[config.mk]
export PLATFORM = sky130hd
export DESIGN_NAME = frmc_match
export DESIGN_NICKNAME = d
export VERILOG_FILES = /design/src/rtl/core/frmc_pkg.sv /design/src/rtl/core/frmc_match.sv
export SDC_FILE = /design/constraint.sdc
export NUM_CORES = 1
export LEC_CHECK = 0
export ABC_AREA = 1
export BUFFER_PORTS_ARGS = -buffer_cell sky130_fd_sc_hd__buf_4
export CAP_MARGIN = 20
export CORE_MARGIN = 2
export CORE_UTILIZATION = 30
export DETAILED_ROUTE_END_ITERATION = 12
export PLACE_DENSITY = 0.69
export SLEW_MARGIN = 20
export SYNTH_ARGS = -nofsm -noshare
export SYNTH_HDL_FRONTEND = slang
export SYNTH_SLANG_ARGS = --single-unit
[constraint.sdc]
create_clock -name vclk -period 2.8
set_input_delay 0.42 -clock vclk [all_inputs]
set_output_delay 0.42 -clock vclk [all_outputs]
set_load 0.01 [all_outputs]
[src/rtl/core/frmc_pkg.sv]
`timescale 1ns / 1ps
// Package for the first-match range rule classifier: rule and query types,
// item kind codes and sizing constants. Depends on nothing.

package frmc_pkg;

	localparam int RULE_SLOTS_DEF = 256;
	localparam int COUNT_W        = 9;
	localparam int SLOT_W         = 8;
	localparam int LANDUSE_W      = 12;
	localparam int CLASS_W        = 12;
	localparam int VALUE_W        = 16;

	// item kind codes
	localparam logic KIND_WRITE = 1'b0;
	localparam logic KIND_QUERY = 1'b1;

	// one stored rule
	typedef struct packed {
		logic [CLASS_W-1:0]          class_code;
		logic [VALUE_W-1:0]          rain_hi;
		logic [VALUE_W-1:0]          rain_lo;
		logic signed [VALUE_W-1:0]   temp_hi;
		logic signed [VALUE_W-1:0]   temp_lo;
		logic                        landuse_any;
		logic [LANDUSE_W-1:0]        landuse;
	} rule_t;

	// key of one query
	typedef struct packed {
		logic [LANDUSE_W-1:0]        landuse;
		logic                        landuse_any;
		logic signed [VALUE_W-1:0]   temp;
		logic [VALUE_W-1:0]          rain;
	} query_t;

endpackage

[src/rtl/core/frmc_match.sv]
`timescale 1ns / 1ps
// Shared rule compare unit: tests one rule against the current query per cycle.
// Depends on frmc_pkg.

module frmc_match
	import frmc_pkg::*;
(
	input  rule_t  rule,
	input  query_t query,
	output logic   hit
);

	logic landuse_ok;
	logic temp_ok;
	logic rain_ok;

	// wildcard on either side, else exact code
	assign landuse_ok = rule.landuse_any | query.landuse_any
		| (rule.landuse == query.landuse);

	// equal bounds mean don't care; signed range for temperature
	assign temp_ok = (rule.temp_lo == rule.temp_hi)
		| (($signed(rule.temp_lo) <= $signed(query.temp))
		&& ($signed(query.temp) <= $signed(rule.temp_hi)));

	// unsigned range for rainfall
	assign rain_ok = (rule.rain_lo == rule.rain_hi)
		| ((rule.rain_lo <= query.rain) && (query.rain <= rule.rain_hi));

	assign hit = landuse_ok & temp_ok & rain_ok;

endmodule

# ---- After elaboration in Yosys (flattened, before gate mapping)
# Index checks and enable logic that the tools add are counted.
dict set report classes {
  magnitude_cmp 4
  eq_ne 3
  bitwise 6
  reduce_logical 2
}
# operator n
set op_table {}
lappend op_table {{$le A16 B16 Y1} 4}
lappend op_table {{$eq A16 B16 Y1} 2}
lappend op_table {{$eq A12 B12 Y1} 1}
lappend op_table {{$or A1 B1 Y1} 4}
lappend op_table {{$and A1 B1 Y1} 2}
lappend op_table {{$logic_and A1 B1 Y1} 2}
dict set report word_totals {
  output_inout_bits 1
  elab_cells 15
  ff_bits 0
  inputBits 134
}

# ---- Depth between registers and ports, before layout
dict set report depth {
  word_depth 5
  depth_mapped 15
  mapped_depth_nobuf 15
}

# ---- Worst setup path before layout
# No wires, ideal clock.
dict set report synth_path {
  kind {input -> output}
  start {in query[31] (netlist name)}
  end {out hit}
  n_path_buf 0
  required_ns 2.380
  path_stages 9
  path_slack_ns 0.884
  arrival_time_ns 1.496
  path_cell_list {inv_1 -> ha_1 -> a21oi_1 -> o21ai_0 -> a21oi_1 -> nand3_1 -> nand3_2 -> nand2_2 -> a21oi_2}
}
dict set report synth_via {
  elab_chain_cells 5
  word_cells_on_any_way 6
  cone_classes {order compare (2); bitwise (3); reduce/logical (1)}
}
# element line_no
set synth_rtl {}
lappend synth_rtl {{start: declaration} frmc_match.sv:9} ;# input query_t query,
lappend synth_rtl {{$le A16 B16 Y1 (on tied branches)} {frmc_match.sv:23, frmc_match.sv:24}}
lappend synth_rtl {{$logic_and A1 B1 Y1 *} frmc_match.sv:24} ;# && ($signed(query.temp) <= $signed(rule.temp_hi)));
lappend synth_rtl {{$or A1 B1 Y1 *} frmc_match.sv:23} ;# | (($signed(rule.temp_lo) <= $signed(query.temp))
lappend synth_rtl {{$and A1 B1 Y1 * (2 in series)} frmc_match.sv:30} ;# assign hit = landuse_ok & temp_ok & rain_ok;
lappend synth_rtl {{end: declaration} frmc_match.sv:10} ;# output logic hit
# Every way passes the cells marked *; elsewhere a longest branch is shown, timed or not.

# ---- Worst setup path in the final report
dict set report layout_path {
  start {in rule[28] (netlist name)}
  end {out hit}
}
dict set report layout_via {
  elab_chain_cells 5
  word_cells_on_any_way 6
  cone_classes {order compare (1); eq/ne (1); bitwise (3); reduce/logical (1)}
}
# element line_no
set layout_rtl {}
lappend layout_rtl {{start: declaration} frmc_match.sv:8} ;# input rule_t rule,
lappend layout_rtl {{$le A16 B16 Y1} frmc_match.sv:23}
lappend layout_rtl {{$logic_and A1 B1 Y1} frmc_match.sv:24}
lappend layout_rtl {{$or A1 B1 Y1 *} frmc_match.sv:23}
lappend layout_rtl {{$and A1 B1 Y1 * (2 in series)} frmc_match.sv:30}
# Marks and branches as above.

==> reports/results.tsv <==
metric	value	unit
Ant. Diodes	0	
Crit Path Category	in -> out	
count of different cell masters after synthesis	18	
critical path arrival	1.84	ns
gpl congestion	0.791	
initial core utilization	0.305	
status	finished, final reports clean	
Slew headroom	0.837	
final WL	6160	um
cell area after synthesis	2330	sq um
Max rail drop VDD	51.5	uV
crit share post-route	0.808	
Mean Syn Cell Area	6.18	sq um
Remaining DRCs	0	
DR pass1 iterations	4	
FF+latch area	0	sq um
pwr/cell area	139	nW/um^2
Fmax	0.442	GHz
synth top area cells	ha_1 34%, inv_1 14%, nand2_1 13%, xnor2_1 11%, nand4_1 5.1%	
Crit. End Element	primary output	
RSZ-0062 raised after global routing	false	
hpwl dp	5820	um
share of cells above drive strength 1	0.273	
Slew Limit Fails	0	
CP Max Fanout	4	
Setup TNS	0	ns
# IOs	135	
Post-Syn Nets	576	
final hold violation count	0	
worst hold endpoint	hit	
P&R area growth vs syn	45.0	%
crit path time final	2.26	ns
LEAKAGE	2.02	nW
number of port buffers	123	
hold buffers post-CTS	0	
row count	32	
Worst Max-Slew Pin Slew	0.242	ns
x dimension of the die	92.2	um
clkbuf count	0	
HP Start	rule[12]	
first-pass GRT wire length	10400	um
Synth top area share	0.343	
Hold Crit Class	in -> out	
WL/cell	10.2	um
num sequential	0	
sequence of cells on the critical path	buf_4 > ha_1 > a21oi_1 > o21ai_0 > a21oi_1 > nand3_1 > nand3_2 > nand2_2 > a21oi_2 > buf_4	
Ys Warns	0	
GRT Residual Overflow	0	
cell count after synthesis	378	
sequential share of the synthesized area	0	
vias in the first global route	2598	
die height	92.2	um
Worst Path Buf+Inv	2	
Iter 0 DRT Violations	32	
# setup viols final	0	
CP max stage cell	ha_1	
top-count cell post-synth	inv_1	
post-route ant nets	0	
final net count	701	
Worst Hold Depth	6	
Worst Hold Margin	1.31	ns
die footprint	8500	sq um
Crit path max-delay family	compound AO/OA/AOI/OAI gates	
DR vias	2657	
global-route usage over all layers	0.142	
setup bufs post-CTS	0	
core area	7650	sq um
largest net degree at the start of global routing	5	
Avg Vias per Cell	4.41	
nature of the critical path startpoint	input port	
antenna violations before repair	0	
cts repair resizes	0	
area leader, netlist	ha_1	
Crit path required time	2.38	ns
Synth top cells by count	89 x inv_1, 82 x nand2_1, 64 x ha_1	
max cap viols	0	
CP max stage delay	0.35	ns
kinds of logic (layout without fill, tap and decap cells):
| kind of cell | count (synthesis) | in the layout | share of synthesized area |
|---|---|---|---|
| XOR/XNOR | 36 | 36 | 0.135 |
| adder cells (fa/ha/maj) | 64 | 64 | 0.343 |
| buffers and inverters | 89 | 212 | 0.143 |
| AO/OA/AOI/OAI | 36 | 36 | 0.0841 |
| AND/OR/NAND/NOR | 153 | 153 | 0.295 |
tightest hold or removal path, stage by stage:
cell and delay, ns:
buf_4 0.08, nor2_1 0.04, nand2_1 0.06, nand2_1 0.07
a21oi_2 0.10, buf_4 0.13
worst max path at each step:
| stage | start | end | cells after the start |
|---|---|---|---|
| 2_1_floorplan | query[31] | hit | 9 |
| 3_3_place_gp | rule[28] | hit | 10 |
| 3_5_place_dp | rule[28] | hit | 10 |
| 4_1_cts | rule[28] | hit | 10 |
| 5_1_grt | rule[68] | hit | 12 |
| 6_report | rule[28] | hit | 10 |
metal layers:
metal / track usage / vias to the layer above / wire [um]
met2: 0.293 / 75 / 3190
met5: 0 / - / 0
met3: 0.0164 / 2 / 393
met4: 0.00249 / 0 / 12
met1: 0.161 / 1122 / 2560
li1: - / 1458 / -
layout by cell type (no fill, tap or decap), drive strengths merged:
cell and n:
a21o 4, a21oi 24, buf 123, ha 64, inv 89, nand2 84
nand3 10, nand4 19, nor2 21, nor3 11, o21ai 7, o21bai 1
or2 8, xnor2 30, xor2 6
report_power, final:
group	internal (mW)	switching (mW)
registers	0	0
clock network	0	0
logic	0.252	0.219
final cells by class:
cell class / count / area, sq um
tap: 102 / 128
inverter: 89 / 334
fill: 804 / 4260
timing repair buffer: 123 / 923
multi-input combinational: 289 / 2000
through the flow:
step	instances	power, mW	utilization	worst slack (ns)	cell area (sq um)
after floorplan	378	0.254	-	0.884	2330
after global placement	603	0.460	0.443	0.530	3390
after detailed placement	603	0.475	0.443	0.515	3390
after CTS	603	0.478	0.443	0.507	3390
after global routing	603	0.543	0.443	0.356	3390
final	603	0.471	0.443	0.539	3390
No activity file was read; power rests on OpenSTA's default activity.
